==> src/design/assert_macros.svh <==
// ---------------------------------------------------------------------------
// Assertion macros
// Shared concurrent assertion helpers, clocked on clk and held off in reset.
// ---------------------------------------------------------------------------
`ifndef ASSERT_MACROS_SVH
`define ASSERT_MACROS_SVH

// Property must hold at every clock edge outside reset.
`define SSP_ASSERT(lbl, prop, msg) \
  lbl: assert property (@(posedge clk) disable iff (!rst_n) (prop)) else $error(msg);

// Condition must never be seen at a clock edge outside reset.
`define SSP_NEVER(lbl, cond, msg) \
  lbl: assert property (@(posedge clk) disable iff (!rst_n) !(cond)) else $error(msg);

`endif

==> src/design/ssp_div.sv <==
// ---------------------------------------------------------------------------
// Pipelined divider
// Unsigned restoring divider, one quotient bit per stage, with overflow flag.
// ---------------------------------------------------------------------------
module ssp_div #(
  parameter int NW = 48,
  parameter int DW = 40,
  parameter int QW = 17
) (
  input  logic          clk,
  input  logic [NW-1:0] n_in,
  input  logic [DW-1:0] d_in,
  output logic [QW-1:0] q_out,
  output logic          ovf_out
);

  localparam int CW = (NW > DW + QW) ? NW : DW + QW;

  logic [NW-1:0] rem_r [0:QW-1];
  logic [DW-1:0] den_r [0:QW-1];
  logic [QW-1:0] quo_r [0:QW];
  logic          ovf_r [0:QW];

  // Entry stage: the quotient overflows when n is at least d times 2^QW.
  always_ff @(posedge clk) begin
    rem_r[0] <= n_in;
    den_r[0] <= d_in;
    quo_r[0] <= '0;
    ovf_r[0] <= CW'(n_in) >= (CW'(d_in) << QW);
  end

  // One restoring step per stage, most significant quotient bit first.
  for (genvar k = 1; k <= QW; k++) begin : g_step
    localparam int B = QW - k;
    logic [CW-1:0] trial;
    logic          take;
    logic [QW-1:0] quo_nxt;

    assign trial = CW'(den_r[k-1]) << B;
    assign take  = CW'(rem_r[k-1]) >= trial;

    always_comb begin
      quo_nxt    = quo_r[k-1];
      quo_nxt[B] = take;
    end

    always_ff @(posedge clk) begin
      quo_r[k] <= quo_nxt;
      ovf_r[k] <= ovf_r[k-1];
    end

    if (k < QW) begin : g_carry
      always_ff @(posedge clk) begin
        rem_r[k] <= take ? NW'(CW'(rem_r[k-1]) - trial) : rem_r[k-1];
        den_r[k] <= den_r[k-1];
      end
    end
  end

  assign q_out   = quo_r[QW];
  assign ovf_out = ovf_r[QW];

endmodule

==> config.mk <==
export PLATFORM = sky130hd
export DESIGN_NAME = ssp_div
export DESIGN_NICKNAME = d
export VERILOG_FILES = /design/src/design/assert_macros.svh /design/src/design/ssp_div.sv
export SDC_FILE = /design/constraint.sdc
export NUM_CORES = 2
export LEC_CHECK = 0
export BUFFER_PORTS_ARGS = -buffer_cell sky130_fd_sc_hd__buf_2
export CAP_MARGIN = 25
export CORE_AREA = 2 2 415 417
export DETAILED_ROUTE_END_ITERATION = 12
export DIE_AREA = 0 0 417 419
export GPL_TIMING_DRIVEN = 1
export PLACE_DENSITY = 0.66
export SLEW_MARGIN = 25
export SYNTH_ARGS = -nofsm -noshare
export SYNTH_HDL_FRONTEND = slang
export SYNTH_SLANG_ARGS = --single-unit
==> constraint.sdc <==
create_clock -name clk -period 7.15 [get_ports clk]
set_input_delay 0.715 -clock clk [delete_from_list [all_inputs] [get_ports clk]]
set_output_delay 0.715 -clock clk [all_outputs]
set_load 0.1 [all_outputs]
# Word-level counts from Yosys, hierarchy flattened
# Memories as Yosys holds them, arrays and structs flattened.
# Index checks and enable logic that the tools add are counted.
totals:
  reg_bits: 0
  ram_bits: 1820
  in_bits: 89
  out_inout_bits: 18
  wordCells: 54
  n_memories: 4
memory_table:
  columns: ["memory", "words", "word_bits", "rd", "rd_ports_with_merged_regs", "wr", "line", "text"]
  rows:
  - ["rem_r", 17, 48, 17, 0, 17, "ssp_div.sv:19", "logic [NW-1:0] rem_r [0:QW-1];"]
  - ["den_r", 17, 40, 17, 0, 17, "ssp_div.sv:20", "logic [DW-1:0] den_r [0:QW-1];"]
  - ["quo_r", 18, 17, 18, 0, 18, "ssp_div.sv:21", "logic [QW-1:0] quo_r [0:QW];"]
  - ["ovf_r", 18, 1, 18, 0, 18, "ssp_div.sv:22", "logic ovf_r [0:QW];"]
classes:
  n_addsub: 16
  n_lt_le_gt_ge: 18
  mux: 16
op_table:
  columns: ["operator", "n"]
  rows:
  - ["2-to-1 mux 48 bit", 16]
  - ["subtractor 48 bit", 9]
  - [">= comparator 48 x 57 -> 1 bit", 1]
  - [">= comparator 48 x 56 -> 1 bit", 1]
  - [">= comparator 48 x 55 -> 1 bit", 1]
  - [">= comparator 48 x 54 -> 1 bit", 1]
  - [">= comparator 48 x 53 -> 1 bit", 1]
  - [">= comparator 48 x 52 -> 1 bit", 1]
  - [">= comparator 48 x 51 -> 1 bit", 1]
  - [">= comparator 48 x 50 -> 1 bit", 1]
  - [">= comparator 48 x 49 -> 1 bit", 1]
  - [">= comparator 48 x 40 -> 1 bit", 1]
  - [">= comparator 48 x 41 -> 1 bit", 1]
  - [">= comparator 48 x 42 -> 1 bit", 1]
  - [">= comparator 48 x 43 -> 1 bit", 1]
  - [">= comparator 48 x 44 -> 1 bit", 1]
  - [">= comparator 48 x 45 -> 1 bit", 1]
  - [">= comparator 48 x 46 -> 1 bit", 1]
  - [">= comparator 48 x 47 -> 1 bit", 1]
  - [">= comparator 48 bit", 1]
  - ["subtractor 48 x 41 -> 48 bit", 1]
  - ["subtractor 48 x 42 -> 48 bit", 1]
  - ["subtractor 48 x 43 -> 48 bit", 1]
  - ["subtractor 48 x 44 -> 48 bit", 1]
  - ["3 further kinds", 3]

# Depth between registers and ports, before layout
# An unclocked memory read counts as a cell.
depth:
  word_depth: 3
  mapped_depth: 17
  ltp_nobuf: 15

# Worst setup path before layout
# OpenSTA, ideal clock, no wires.
synth_timing:
  kind: "reg2reg"
  start: "memory rem_r[2][14]"
  end: "memory rem_r[3][39]"
  setup_ns: 0.121
  t_arrival_ns: 3.402
  t_required_ns: 7.029
  slack_ns: 3.627
  path_stages_with_launch: 17
  path_buffers: 1
  period_less_slack_ns: 3.523
  cell_sequence: "dfxtp_1 -> inv_1 -> ha_1 -> inv_1 -> fa_1 -> a21oi_1 -> o211ai_1 -> nor3_1 -> a21oi_1 -> a211o_1 -> a21oi_2 -> o21bai_1 -> a211oi_1 -> a21boi_1 -> o31ai_4 -> buf_4 -> mux2_2"
synth_rtl:
  columns: ["item", "line"]
  rows:
  - ["from (decl)", "ssp_div.sv:19"]

==> flow_metrics.env <==
export IMPL_fin_crit_sh=0.634
export IMPL_port_buffers=106
export IMPL_outcome="completed"
export IMPL_worstHoldPathCells=1
export IMPL_overflow=0
export IMPL_drtPass1Iterations=8
export IMPL_path_class="reg -> reg"
export IMPL_rrSetupSlack_ns=2.62
export IMPL_cts_buffers=178
export IMPL_cpPeakStageDelay_ns=0.53
export IMPL_synth_edf_count=0
export IMPL_finClkSkew_ns=0.0242
export IMPL_ys_seq_area_frac=0.438
export IMPL_rsz0062_at_grt="false"
export IMPL_boundaryPins=107
export IMPL_slew_headroom=0.266
export IMPL_fin_tns_setup_ns=0
export IMPL_finalNonFillerCells=10700
export IMPL_cp_slowest_cell="a221oi_2"
export IMPL_viasPerCell=5.26
export IMPL_p_total_uw=34700
export IMPL_netlist_area_leader_share=0.438
export IMPL_critPathRequiredTime_ns=7.83
export IMPL_cts_hold_buf=84
export IMPL_grt_pass1_vias=57800
export IMPL_seq_area_sq_mm=0.0334
export IMPL_synth_distinct_cells=91
export IMPL_avgSynthCellArea_sq_um=9.31
export IMPL_hold_start="n_in[4]"
export IMPL_crit_fanout=40
export IMPL_synth_async_reset_ratio=0
export IMPL_syn_num_nets=8971
export IMPL_synthFlopType="dfxtp_1"
export IMPL_r2r_worst_path_cells=16
export IMPL_crit_path_start_kind="flip-flop"
export IMPL_cp_arrival_ns=5.21
export IMPL_p_comb_frac=0.395
export IMPL_synthTopCellsByArea="dfxtp_1 (44%), ha_1 (11%), a21oi_1 (4.9%)"
export IMPL_clkTransAtPathRegs_ns=0.06
export IMPL_r2r_end="rem_r[8][14]$_DFF_P_"
export IMPL_holdWs_ns=0.0576
export IMPL_syn_cell_area_sq_mm=0.0763
export IMPL_final_nets=9152
export IMPL_netlist_instances=8191
export IMPL_multi_input_area_sq_mm=0.0390
export IMPL_setup_violations=0
export IMPL_worstSkewPairLatency_ns=0.81
export IMPL_p_per_area_mw_per_mm2=405
export IMPL_regToRegStartpoint="rem_r[7][9]$_DFF_P_"
export IMPL_grt_pass1_wl_um=284000
export IMPL_dieArea_sq_mm=0.175
export IMPL_drive_gt1_frac=0.0643
export IMPL_grt_max_degree=81
export IMPL_path_cells="inv_1 > ha_1 > inv_1 > fa_1 > a211oi_2 > o2111ai_1 > a221oi_2 > o211ai_1 > nor4_1 > nor3_1 > a211oi_2 > nor3b_1 > o31ai_1 > a21oi_4 > buf_4 > mux2_1"
export IMPL_drc=0
export IMPL_ant_nets=0
export IMPL_ys_warn_count=0
export IMPL_p_seq_frac=0.346
export IMPL_cts_sinks=1667
export IMPL_die_h_um=419
export IMPL_num_vias=56500
export IMPL_timing_fmax_ghz=0.221
export IMPL_p_sw_uw=12400
export IMPL_postCtsSetupRepairBufs=0
export IMPL_drt_total_wl_um=175000
export IMPL_drt_iter0_drc=3216
export IMPL_min_to="rem_r[0][4]$_DFF_P_"
export IMPL_min_path_type="in -> reg"
export IMPL_tritoncts="done"
export IMPL_leakage_uw=0.0399
export IMPL_placed_cells=10300
export IMPL_cts_resized=0
export IMPL_min_period_ns=4.53
export IMPL_startpoint="rem_r[7][9]$_DFF_P_"
export IMPL_track_usage=0.198
export IMPL_initial_core_util=0.447
export IMPL_fp_coreArea_sq_mm=0.171
export IMPL_nFillCells=15500
export IMPL_clockRootBuffer="clkbuf_16"
export IMPL_die_w_um=417
export IMPL_synthToLayoutAreaGrowth_pct=12.4
export IMPL_clkPwrFrac=0.259
export IMPL_slew_viol_final=0
export IMPL_finalHoldViolations=0
export IMPL_gp_congestion=0.929
export IMPL_p_int_uw=22300
export IMPL_cts_htree_levels=4
export IMPL_worstMarginPinSlew_ns=1.07
export IMPL_sw_frac_of_total=0.357
export IMPL_dp_hpwl_um=136000
export IMPL_clock_path_buffers=3
export IMPL_ys_ff_latch=1667
export IMPL_num_rows=152
export IMPL_ir_drop_v=0.000251
export IMPL_drv_cap=0
export IMPL_antenna_found_initial=1
export IMPL_wl_per_cell_um=16.3
export IMPL_setup_worst_path_end_class="flip-flop"
export IMPL_synth_area_leader_cell="dfxtp_1"
## state kept, by name, summed over array words and instances, names as in the netlist
name	flops
rem_r	816
quo_r	153
den_r	680
ovf_r	18
## layout by cell type, fill, tap and decap left out, types with 50 or more instances in the layout
master         count
nor3_1            92
nand3_1          131
buf_2            107
o21ai_0          413
dfxtp_1         1667
mux2_2            69
inv_1            840
o21bai_1          82
nand2_1          530
clkbuf_16        179
nor2b_1           87
nor2_1           450
nand2b_1          71
mux2_1           205
a21o_1           380
and3_1            72
nor4_1            50
o21ai_1           59
a21oi_1          739
o21a_1            76
dlygate4sd3_1     84
xnor2_1          348
xor2_1           208
a31oi_1           96
nand4_1          113
ha_1             675
## power by group through the flow
| stage | Clock, uW | Combinational (uW) | Sequential (uW) |
|---|---|---|---|
| floorplan | 0 | 10600 | 12000 |
| global placement | 0 | 13200 | 12200 |
| detailed placement | 0 | 13500 | 12200 |
| CTS | 9270 | 13600 | 12000 |
| global route | 9690 | 15200 | 12200 |
| finish | 9010 | 13700 | 12000 |
## synthesized netlist by cell type, types with 12 or more instances
master	count
dfxtp_1	1667
xnor2_1	348
a21o_1	381
a21boi_0	13
nor2_1	451
o31ai_1	45
and3_1	72
nor4b_1	12
a21oi_1	741
a31oi_1	97
nor4_1	51
nand2_1	531
mux2i_1	12
o21ai_0	413
clkbuf_1	171
o21a_1	76
nor2b_1	87
a41oi_1	18
mux2_2	69
o21ai_1	60
nor3_1	93
mux2_1	205
and2_1	21
a211oi_1	40
buf_2	24
or4_1	17
and4_1	15
a2111oi_0	23
fa_1	16
nand4_1	113
xor2_1	208
o211ai_1	23
or3_1	17
a311oi_1	13
o21bai_1	82
nor3b_1	12
nand3b_1	12
nand2b_1	71
inv_1	840
a211o_1	21
ha_1	675
nand3_1	131
o31a_1	13
or2_2	18
## how the worst max path moves through the flow
| stage | depth (start not counted) | endpoint | slack (ns) |
|---|---|---|---|
| 2_1_floorplan | 16 | rem_r[3][39]$_DFF_P_ | 3.63 |
| 3_3_place_gp | 16 | rem_r[8][11]$_DFF_P_ | 2.74 |
| 3_5_place_dp | 16 | rem_r[8][14]$_DFF_P_ | 2.66 |
| 4_1_cts | 16 | rem_r[8][14]$_DFF_P_ | 2.64 |
| 5_1_grt | 16 | rem_r[8][20]$_DFF_P_ | 2.34 |
| 6_report | 16 | rem_r[8][14]$_DFF_P_ | 2.62 |
## through the flow
stage	setup WS [ns]	area, sq um	utilization
after detailed placement	2.66	79000	0.463
after floorplan	3.63	76300	-
final	2.62	85700	0.503
after global placement	2.74	79000	0.463
after global routing	2.34	85700	0.503
after CTS	2.64	85700	0.502
## worst max-delay path, delay by kind of cell (launching register included)
kind | cells | cell delay, ns
AND/OR/NAND/NOR | 3 | 0.46
adder cells (fa/ha/maj) | 2 | 0.59
multiplexers | 1 | 0.39
AO/OA/AOI/OAI | 7 | 2.23
flip-flops | 1 | 0.30
buffers and inverters | 3 | 0.42
## routing by layer
layer / vias up / GRT usage / routed length, um
li1: 28900 / - / -
met1: 25800 / 0.205 / 69800
met2: 1280 / 0.371 / 87900
met3: 536 / 0.0276 / 5640
met4: 0 / 0.128 / 11800
met5: - / 0 / 0
## logic make-up after synthesis
family                     Yosys count  synth area share
muxes                              286            0.0420
buffers and inverters             1055            0.0527
DFF                               1667             0.438
and+or+nand+nor                   1742             0.109
xor gates and xnor gates           556            0.0639
adders and majority gates          691             0.115
AOI/OAI and AO/OA                 2194             0.180
## cell type report
type                       count  area share
antenna                        5    0.000146
clock buffer                 263      0.0611
timing repair buffer         215      0.0183
sequential                  1667       0.389
tap                         2233      0.0326
multi-input combinational   5469       0.455
clock inverter                55     0.00708
inverter                     841      0.0368
Power figures use the tool's default switching activity.
