$ cat src/design/assert_macros.svh
// ---------------------------------------------------------------------------
// Assertion macros
// Shared concurrent assertion helpers, clocked on clk and held off in reset.
// ---------------------------------------------------------------------------
`ifndef ASSERT_MACROS_SVH
`define ASSERT_MACROS_SVH

// Property must hold at every clock edge outside reset.
`define SSP_ASSERT(lbl, prop, msg) \
  lbl: assert property (@(posedge clk) disable iff (!rst_n) (prop)) else $error(msg);

// Condition must never be seen at a clock edge outside reset.
`define SSP_NEVER(lbl, cond, msg) \
  lbl: assert property (@(posedge clk) disable iff (!rst_n) !(cond)) else $error(msg);

`endif

$ cat src/design/ssp_pkg.sv
// ---------------------------------------------------------------------------
// Sprite projection package
// Shared widths and types of the sprite screen projection pipeline.
// ---------------------------------------------------------------------------
package ssp_pkg;

  // Divider operand and quotient widths.
  localparam int NUM_W = 48;
  localparam int DEN_W = 40;
  localparam int QUO_W = 17;

  // Camera register indexes on the configuration port.
  localparam logic [2:0] REG_PLAYER_X = 3'd0;
  localparam logic [2:0] REG_PLAYER_Y = 3'd1;
  localparam logic [2:0] REG_DIR_X    = 3'd2;
  localparam logic [2:0] REG_DIR_Y    = 3'd3;
  localparam logic [2:0] REG_PLANE_X  = 3'd4;
  localparam logic [2:0] REG_PLANE_Y  = 3'd5;

  // Camera register set.
  typedef struct packed {
    logic        [15:0] player_x;
    logic        [15:0] player_y;
    logic signed [15:0] dir_x;
    logic signed [15:0] dir_y;
    logic signed [15:0] plane_x;
    logic signed [15:0] plane_y;
  } cam_t;

  // Control that travels beside the divider operands.
  typedef struct packed {
    logic vld;
    logic kill;
    logic csign;
  } ctl_t;

endpackage

$ cat src/design/ssp_back.sv
// ---------------------------------------------------------------------------
// Projection back end
// Bounds, clamping, saturation and the registered result.
// ---------------------------------------------------------------------------
`include "assert_macros.svh"

module ssp_back import ssp_pkg::*; #(
  parameter int SCREEN_WIDTH  = 320,
  parameter int SCREEN_HEIGHT = 200
) (
  input  logic               clk,
  input  logic               rst_n,
  input  ctl_t               ctl_i,
  input  logic [QUO_W-1:0]   q_dep,
  input  logic               ovf_dep,
  input  logic [QUO_W-1:0]   q_h,
  input  logic               ovf_h,
  input  logic [QUO_W-1:0]   q_c,
  input  logic               ovf_c,
  output logic               out_valid,
  output logic               out_visible,
  output logic [15:0]        out_depth,
  output logic [11:0]        out_sprite_height,
  output logic signed [15:0] out_left_edge,
  output logic [8:0]         out_draw_start_x,
  output logic [8:0]         out_draw_end_x,
  output logic [7:0]         out_draw_start_y,
  output logic [7:0]         out_draw_end_y
);

  localparam logic signed [19:0] HALF_SH = 20'(SCREEN_HEIGHT / 2);
  localparam logic signed [19:0] SW_M1   = 20'(SCREEN_WIDTH - 1);
  localparam logic signed [19:0] SH_M1   = 20'(SCREEN_HEIGHT - 1);

  logic [QUO_W-1:0]   h_full, cxm;
  logic [15:0]        half;
  logic signed [18:0] cx;
  logic               vld1_r, kill1_r;
  logic signed [19:0] left1_r, ex1_r, sy1_r, ey1_r;
  logic [15:0]        dep1_r;
  logic [11:0]        hs1_r;
  logic signed [19:0] sxc, exc, syc, eyc;
  logic               vis;
  logic [15:0]        left_sat;

  logic               valid_r, visible_r;
  logic [15:0]        depth_r, left_r;
  logic [11:0]        height_r;
  logic [8:0]         sx_r, ex_r;
  logic [7:0]         sy_r, ey_r;

  // Height, half size and signed center column.
  assign h_full = ovf_h ? '1 : q_h;
  assign half   = h_full[QUO_W-1:1];
  assign cxm    = ovf_c ? '1 : q_c;
  assign cx     = ctl_i.csign ? -19'(cxm) : 19'(cxm);

  // Unclamped bounds and saturated depth and height.
  always_ff @(posedge clk) begin
    kill1_r <= ctl_i.kill;
    left1_r <= 20'(cx) - 20'(half);
    ex1_r   <= 20'(cx) + 20'(half);
    sy1_r   <= HALF_SH - 20'(half);
    ey1_r   <= HALF_SH + 20'(half);
    dep1_r  <= (ovf_dep || q_dep[QUO_W-1:16] != '0) ? 16'hFFFF : q_dep[15:0];
    hs1_r   <= (h_full > QUO_W'(4095)) ? 12'hFFF : h_full[11:0];
  end

  // Clamp to the screen and decide visibility.
  assign sxc = (left1_r < 0) ? '0 : left1_r;
  assign exc = (ex1_r > SW_M1) ? SW_M1 : ex1_r;
  assign syc = (sy1_r < 0) ? '0 : sy1_r;
  assign eyc = (ey1_r > SH_M1) ? SH_M1 : ey1_r;
  assign vis = vld1_r && !kill1_r && !(sxc > exc) && !(syc > eyc);

  always_comb begin
    if (left1_r > 20'sd32767) begin
      left_sat = 16'h7FFF;
    end else if (left1_r < -20'sd32768) begin
      left_sat = 16'h8000;
    end else begin
      left_sat = left1_r[15:0];
    end
  end

  // Control registers of the back stages.
  always_ff @(posedge clk) begin
    if (!rst_n) begin
      vld1_r    <= 1'b0;
      valid_r   <= 1'b0;
      visible_r <= 1'b0;
    end else begin
      vld1_r    <= ctl_i.vld;
      valid_r   <= vld1_r;
      visible_r <= vis;
    end
  end

  // Result register; a hidden sprite reports all zeros.
  always_ff @(posedge clk) begin
    depth_r  <= vis ? dep1_r : '0;
    height_r <= vis ? hs1_r : '0;
    left_r   <= vis ? left_sat : '0;
    sx_r     <= vis ? sxc[8:0] : '0;
    ex_r     <= vis ? exc[8:0] : '0;
    sy_r     <= vis ? syc[7:0] : '0;
    ey_r     <= vis ? eyc[7:0] : '0;
  end

  assign out_valid         = valid_r;
  assign out_visible       = visible_r;
  assign out_depth         = depth_r;
  assign out_sprite_height = height_r;
  assign out_left_edge     = left_r;
  assign out_draw_start_x  = sx_r;
  assign out_draw_end_x    = ex_r;
  assign out_draw_start_y  = sy_r;
  assign out_draw_end_y    = ey_r;

  `SSP_ASSERT(a_vis_valid, out_visible |-> out_valid, "visible without strobe")
  `SSP_NEVER(a_hidden_zero, out_valid && !out_visible && out_depth != 16'd0, "hidden nonzero")
  `SSP_ASSERT(a_stage_vld, vld1_r |=> out_valid, "back stage lost a request")

endmodule

$ cat config.mk
export PLATFORM = sky130hd
export DESIGN_NAME = ssp_back
export DESIGN_NICKNAME = d
export VERILOG_FILES = /design/src/design/ssp_pkg.sv /design/src/design/ssp_back.sv
export VERILOG_INCLUDE_DIRS = /design/src /design/src/design
export SDC_FILE = /design/constraint.sdc
export NUM_CORES = 1
export LEC_CHECK = 0
export ABC_AREA = 1
export ABC_CLOCK_PERIOD_IN_PS = 5300
export BUFFER_PORTS_ARGS = -buffer_cell sky130_fd_sc_hd__buf_2
export CAP_MARGIN = 20
export CORE_MARGIN = 2
export CORE_UTILIZATION = 46
export DETAILED_ROUTE_END_ITERATION = 10
export PLACE_DENSITY = 0.75
export SLEW_MARGIN = 40
export SYNTH_ARGS = -nofsm -noshare
export SYNTH_HDL_FRONTEND = slang
export SYNTH_SLANG_ARGS = --single-unit
$ cat constraint.sdc
create_clock -name clk -period 5.3 [get_ports clk]
set_input_delay 0.53 -clock clk [delete_from_list [all_inputs] [get_ports clk]]
set_output_delay 0.53 -clock clk [all_outputs]
set_load 0.02 [all_outputs]
After elaboration in Yosys (flattened, before gate mapping):

Cells that the tools add are included.

* $add $sub $neg: 5
* magnitude comparators: 9
* muxes and demuxes: 9
* bitwise operators: 1
* reductions and logical operators: 8

Operators with widths (count)
* 20-bit two-way mux: 3
* 17-bit two-way mux: 3
* 19-bit by 17-bit adder with 20-bit output: 1
* 20-bit by 10-bit > comparator with 1-bit output (second input constant): 1
* 20-bit by 16-bit > comparator with 1-bit output (second input constant): 1
* 20-bit by 18-bit > comparator with 1-bit output: 1
* 20-bit > comparator: 1
* 20-bit by 1-bit < comparator with 1-bit output (second input constant): 1
* 20-bit by 16-bit < comparator with 1-bit output (second input constant): 1
* 19-bit by 17-bit subtractor with 20-bit output: 1
* 19-bit two-way mux: 1
* 17-bit negation with 19-bit output: 1
* 7-bit by 16-bit adder with 17-bit output (first input constant): 1
* 17-bit by 12-bit > comparator with 1-bit output (second input constant): 1
* 17-bit by 8-bit > comparator with 1-bit output (second input constant): 1
* 17-bit by 1-bit < comparator with 1-bit output (second input constant): 1
* 7-bit by 16-bit subtractor with 17-bit output (first input constant): 1
* 16-bit two-way mux: 1
* 15-bit two-way mux: 1
* 1-bit logical AND: 3
* 1-bit zero test: 3
* 2-bit OR reduction: 1
* 1-bit logical OR: 1
* 1-bit NOT: 1

* register bits after elaboration: 184
* input port bits: 59
* output and inout bits: 80
* word-level logic and storage cells: 50

Depth between registers and ports, before layout:

* depth after elaboration: 8
* depth in mapped cells: 21
* mapped depth without buffers: 19

Least setup slack after synthesis:

Ideal clock, no wire load.

* kind: input-to-reg
* from: input port ovf_c
* to: register left1_r[17]
* data arrival time: 2.867 ns
* required time: 5.186 ns
* slack: 2.319 ns
* cell stages on the path: 21
* cell sequence: buf_6 nor2_4 ha_1 nand3_1 nor3_2 nand2_1 nand2_1 o21ai_0 xnor2_1 inv_1 ha_1 buf_2 inv_1 a21oi_1 o21ai_0 a21oi_1 nand2_1 nand2_1 nand3_1 nand2_1 nand2_1

* longest elaborated chain between the ends: 4

RTL lines
* start, declared: line ssp_back.sv:19 `input logic ovf_c,`
* 17-bit two-way mux *: line ssp_back.sv:55 `assign cxm = ovf_c ? '1 : q_c;`
* 17-bit negation with 19-bit output: line ssp_back.sv:56 `assign cx = ctl_i.csign ? -19'(cxm) : 19'(cxm);`
* 19-bit two-way mux *: line ssp_back.sv:56
* 19-bit by 17-bit subtractor with 20-bit output *: line ssp_back.sv:61 `left1_r <= 20'(cx) - 20'(half);`
* end signal, assigned: line ssp_back.sv:61
* end, declared: line ssp_back.sv:39 `logic signed [19:0] left1_r, ex1_r, sy1_r, ey1_r;`

Mark *: on every way between the ends. The rest lies on a longest branch, timed or not.
A chain may end at the register's enable or synchronous reset.

Worst setup path in the final report:

* from: register ex1_r[17]
* to: register height_r[5] (netlist: out_sprite_height[5])

* longest elaborated chain between the ends: 6

RTL lines
* start, declared: line ssp_back.sv:39
* start signal, assigned: line ssp_back.sv:62 `ex1_r <= 20'(cx) + 20'(half);`
* 20-bit by 10-bit > comparator with 1-bit output: line ssp_back.sv:71 `assign exc = (ex1_r > SW_M1) ? SW_M1 : ex1_r;`
* 20-bit two-way mux *: line ssp_back.sv:71
* 20-bit > comparator *: line ssp_back.sv:74 `assign vis = vld1_r && !kill1_r && !(sxc > exc) && !(syc > eyc);`
* 1-bit zero test *: line ssp_back.sv:74
* 1-bit logical AND * (2 in series): line ssp_back.sv:74
* end signal, assigned: line ssp_back.sv:102 `height_r <= vis ? hs1_r : '0;`
* end, declared: line ssp_back.sv:48 `logic [11:0] height_r;`

Marked as above.

==> results.json <==
{
  "status": "finished clean",
  "htreeDepth": 4,
  "final.min_clock_period_ns": 3.46,
  "grt_setup_unrepaired": "false",
  "cp_top_family": "simple AND/OR/NAND/NOR gates",
  "synth_common_cells": "182 x dfxtp_1, 163 x inv_1, 162 x nor2_1",
  "grt_antenna_before_repair": 0,
  "track_usage": 0.199,
  "die_h_um": 142,
  "max-vdd-ir-drop_v": 0.000186,
  "seq_area_frac_synth": 0.418,
  "drt-total-wl_mm": 19.4,
  "synth_edf_count": 0,
  "synth_cell_types": 45,
  "synth_ff_type": "dfxtp_1",
  "min_from": "ctl_i[1]",
  "globalplace.congestion": 0.900,
  "syn_area_um2": 8730,
  "path_max_fanout": 64,
  "rrSetupSlack_ns": 1.84,
  "relSlewSlack": 0.483,
  "ant_nets": 0,
  "drc": 0,
  "async_flop_share": 0,
  "fin_nets": 1362,
  "finalCritPeriodShare": 0.653,
  "synthMostInstantiatedCell": "dfxtp_1",
  "endpoint_kind": "flip-flop",
  "rows": 50,
  "route.detailed.wl_per_inst_um": 13.2,
  "fp.dieW_um": 142,
  "cts_resized": 0,
  "grt_pass1_wl_mm": 32.2,
  "dp_hpwl_mm": 15.5,
  "cp_common_cell": "nor2_1",
  "io-pin-count": 139,
  "holdPathEnd": "kill1_r",
  "r2r-start": "ex1_r[17]",
  "layout-drive-gt1-share": 0.195,
  "path_cells": "nor4_1 -> nand4_1 -> nand2_1 -> inv_1 -> nor2_1 -> ha_1 -> inv_1 -> nor2_1 -> o21ai_0 -> nand2_1 -> nand4_1 -> nand3_1 -> o21ai_1 -> nand3_2 -> buf_4 -> nor2_1",
  "viasPerCell": 4.84,
  "core_um2": 18600,
  "tightest_slew_ns": 0.776,
  "grt_max_degree": 65,
  "synthTopCellsByArea": "dfxtp_1 42%, ha_1 10%, inv_1 7.0%",
  "drv_slew": 0,
  "totalNegativeSetupSlack_ns": 0,
  "max_stage_delay_ns": 0.45,
  "maxCapViolations": 0,
  "syn2layout_area_growth_pct": 16.9,
  "skew_ns": 0.0130,
  "drtIter0Drc": 412,
  "io_buffers": 138,
  "synth_top_area_share": 0.418,
  "synth_cells": 1093,
  "r2r-end": "out_sprite_height[5]",
  "post_cts_buffers": 0,
  "dr.pass1.iters": 6,
  "ctsHoldBuffers": 0,
  "hold_class": "input port to flip-flop",
  "cts_tree": "yes",
  "cts_buffers": 17,
  "dieArea_um2": 20100,
  "worst-path-buf-inv": 3,
  "p_per_area_nw_per_um2": 341,
  "cp.arrival_ns": 3.81,
  "crit_slowest_cell": "buf_4",
  "max_freq_ghz": 0.289,
  "vias": 7138,
  "p_leak_uw": 0.00546,
  "avgSynthCellArea_um2": 7.98,
  "start_util": 0.468,
  "required_ns": 5.65,
  "clk_pin_slew_ns": 0.07,
  "diodes": 0,
  "hold_depth": 1,
  "worstSkewPairLatency_ns": 0.43,
  "yosysTopAreaCell": "dfxtp_1",
  "hold_viol_final": 0,
  "crit_path_start_kind": "flip-flop",
  "reg2reg_depth": 16,
  "grt-ovfl-total": 0,
  "path_class": "flip-flop to flip-flop",
  "clock-sinks": 182,
  "grt_pass1_vias": 6813,
  "ys_warn_count": 0,
  "cts_max_path_buffers": 2,
  "holdWs_ns": 0.211,
  "post_dp_cell_area_um2": 9600,
  "cts_root_buf": "clkbuf_16",
  "setup_viol": 0,
  "ys_seq_elements": 182,
  "stdcell_area_um2": 10200
}
==> cells by family (layout without fill, tap and decap cells) <==
group,after synthesis,after routing,synth area share
fa+ha+maj,74,74,0.108
compound gates,121,121,0.0789
xor+xnor,68,68,0.0683
simple gates,441,441,0.232
buf+inv,206,348,0.0954
other cells,1,8,0.000430
flops,182,182,0.418
==> metrics by stage <==
stage	util	std cells	total power, uW	setup slack, ns
after floorplan	-	1100	2040	2.32
after global placement	0.514	1444	2220	1.88
after detailed placement	0.515	1444	2230	1.82
after CTS	0.547	1476	3490	1.81
after global routing	0.547	1476	3650	1.41
final	0.547	1476	3480	1.84
==> worst max-delay path by stage <==
stage	start	end	slack, ns	cells past startpoint
after global routing	ex1_r[17]	out_draw_start_y[6]	1.41	16
after floorplan	ovf_c	left1_r[17]	2.32	21
after global placement	ovf_c	ex1_r[18]	1.88	18
after detailed placement	ovf_c	left1_r[16]	1.82	14
after CTS	ex1_r[17]	out_sprite_height[5]	1.81	16
final	ex1_r[17]	out_sprite_height[5]	1.84	16
==> metal layers <==
| metal | global-route usage | vias to the layer above | wire [um] |
|---|---|---|---|
| met3 | 0.0452 | 28 | 1260 |
| met1 | 0.261 | 3185 | 9250 |
| met5 | 0 | - | 0 |
| li1 | - | 3670 | - |
| met4 | 0.0563 | 0 | 293 |
| met2 | 0.329 | 255 | 8630 |
==> final cells by class <==
| type | count | area (um2) |
|---|---|---|
| flip-flops and latches | 182 | 3640 |
| clock inverters | 13 | 170 |
| fillers | 1717 | 8440 |
| inverters | 177 | 664 |
| multi-input cells | 712 | 4300 |
| repair buffers | 139 | 698 |
| well taps | 234 | 293 |
| clock buffers | 19 | 433 |
==> cells in the final DEF, fill, tap and decap left out, types with 2 or more instances in the layout <==
master / synthesis / final
a211oi_1: 2 / 2
a21boi_1: 2 / 2
a21o_1: 7 / 7
a21oi_1: 45 / 45
a31o_2: 2 / 2
a31oi_1: 4 / 4
buf_2: 10 / 138
bufinv_16: 0 / 3
clkbuf_1: 14 / 2
clkbuf_16: 0 / 17
clkinv_4: 0 / 2
clkinvlp_4: 0 / 3
conb_1: 1 / 8
dfxtp_1: 182 / 182
fa_1: 2 / 2
ha_1: 72 / 72
inv_1: 163 / 163
inv_2: 13 / 13
inv_6: 0 / 4
nand2_1: 161 / 161
nand2_2: 13 / 13
nand3_1: 27 / 27
nand3_2: 2 / 2
nand3b_1: 3 / 3
nand4_1: 20 / 20
nor2_1: 162 / 161
nor2_2: 18 / 19
nor2_4: 12 / 12
nor2_8: 2 / 2
nor3_1: 10 / 10
nor3_2: 5 / 5
nor4_1: 3 / 3
o21ai_0: 38 / 38
o21ai_1: 10 / 10
o21ai_2: 2 / 2
o21bai_1: 3 / 3
xnor2_1: 11 / 11
xor2_1: 57 / 57
==> state kept, by name (all words and copies together) (netlist names) <==
register and count:
dep1_r 16, ex1_r 20, ey1_r 17, hs1_r 12
kill1_r 1, left1_r 19, out_depth 16, out_draw_end_x 9
out_draw_end_y 8, out_draw_start_x 9, out_draw_start_y 8, out_left_edge 16
out_sprite_height 12, out_valid 1, out_visible 1, sy1_r 16
vld1_r 1
==> where the power goes <==
part	internal, uW	switching, uW
combinational	225	422
clock	748	521
sequential	1500	63.3
No activity file was read; power rests on OpenSTA's default activity.
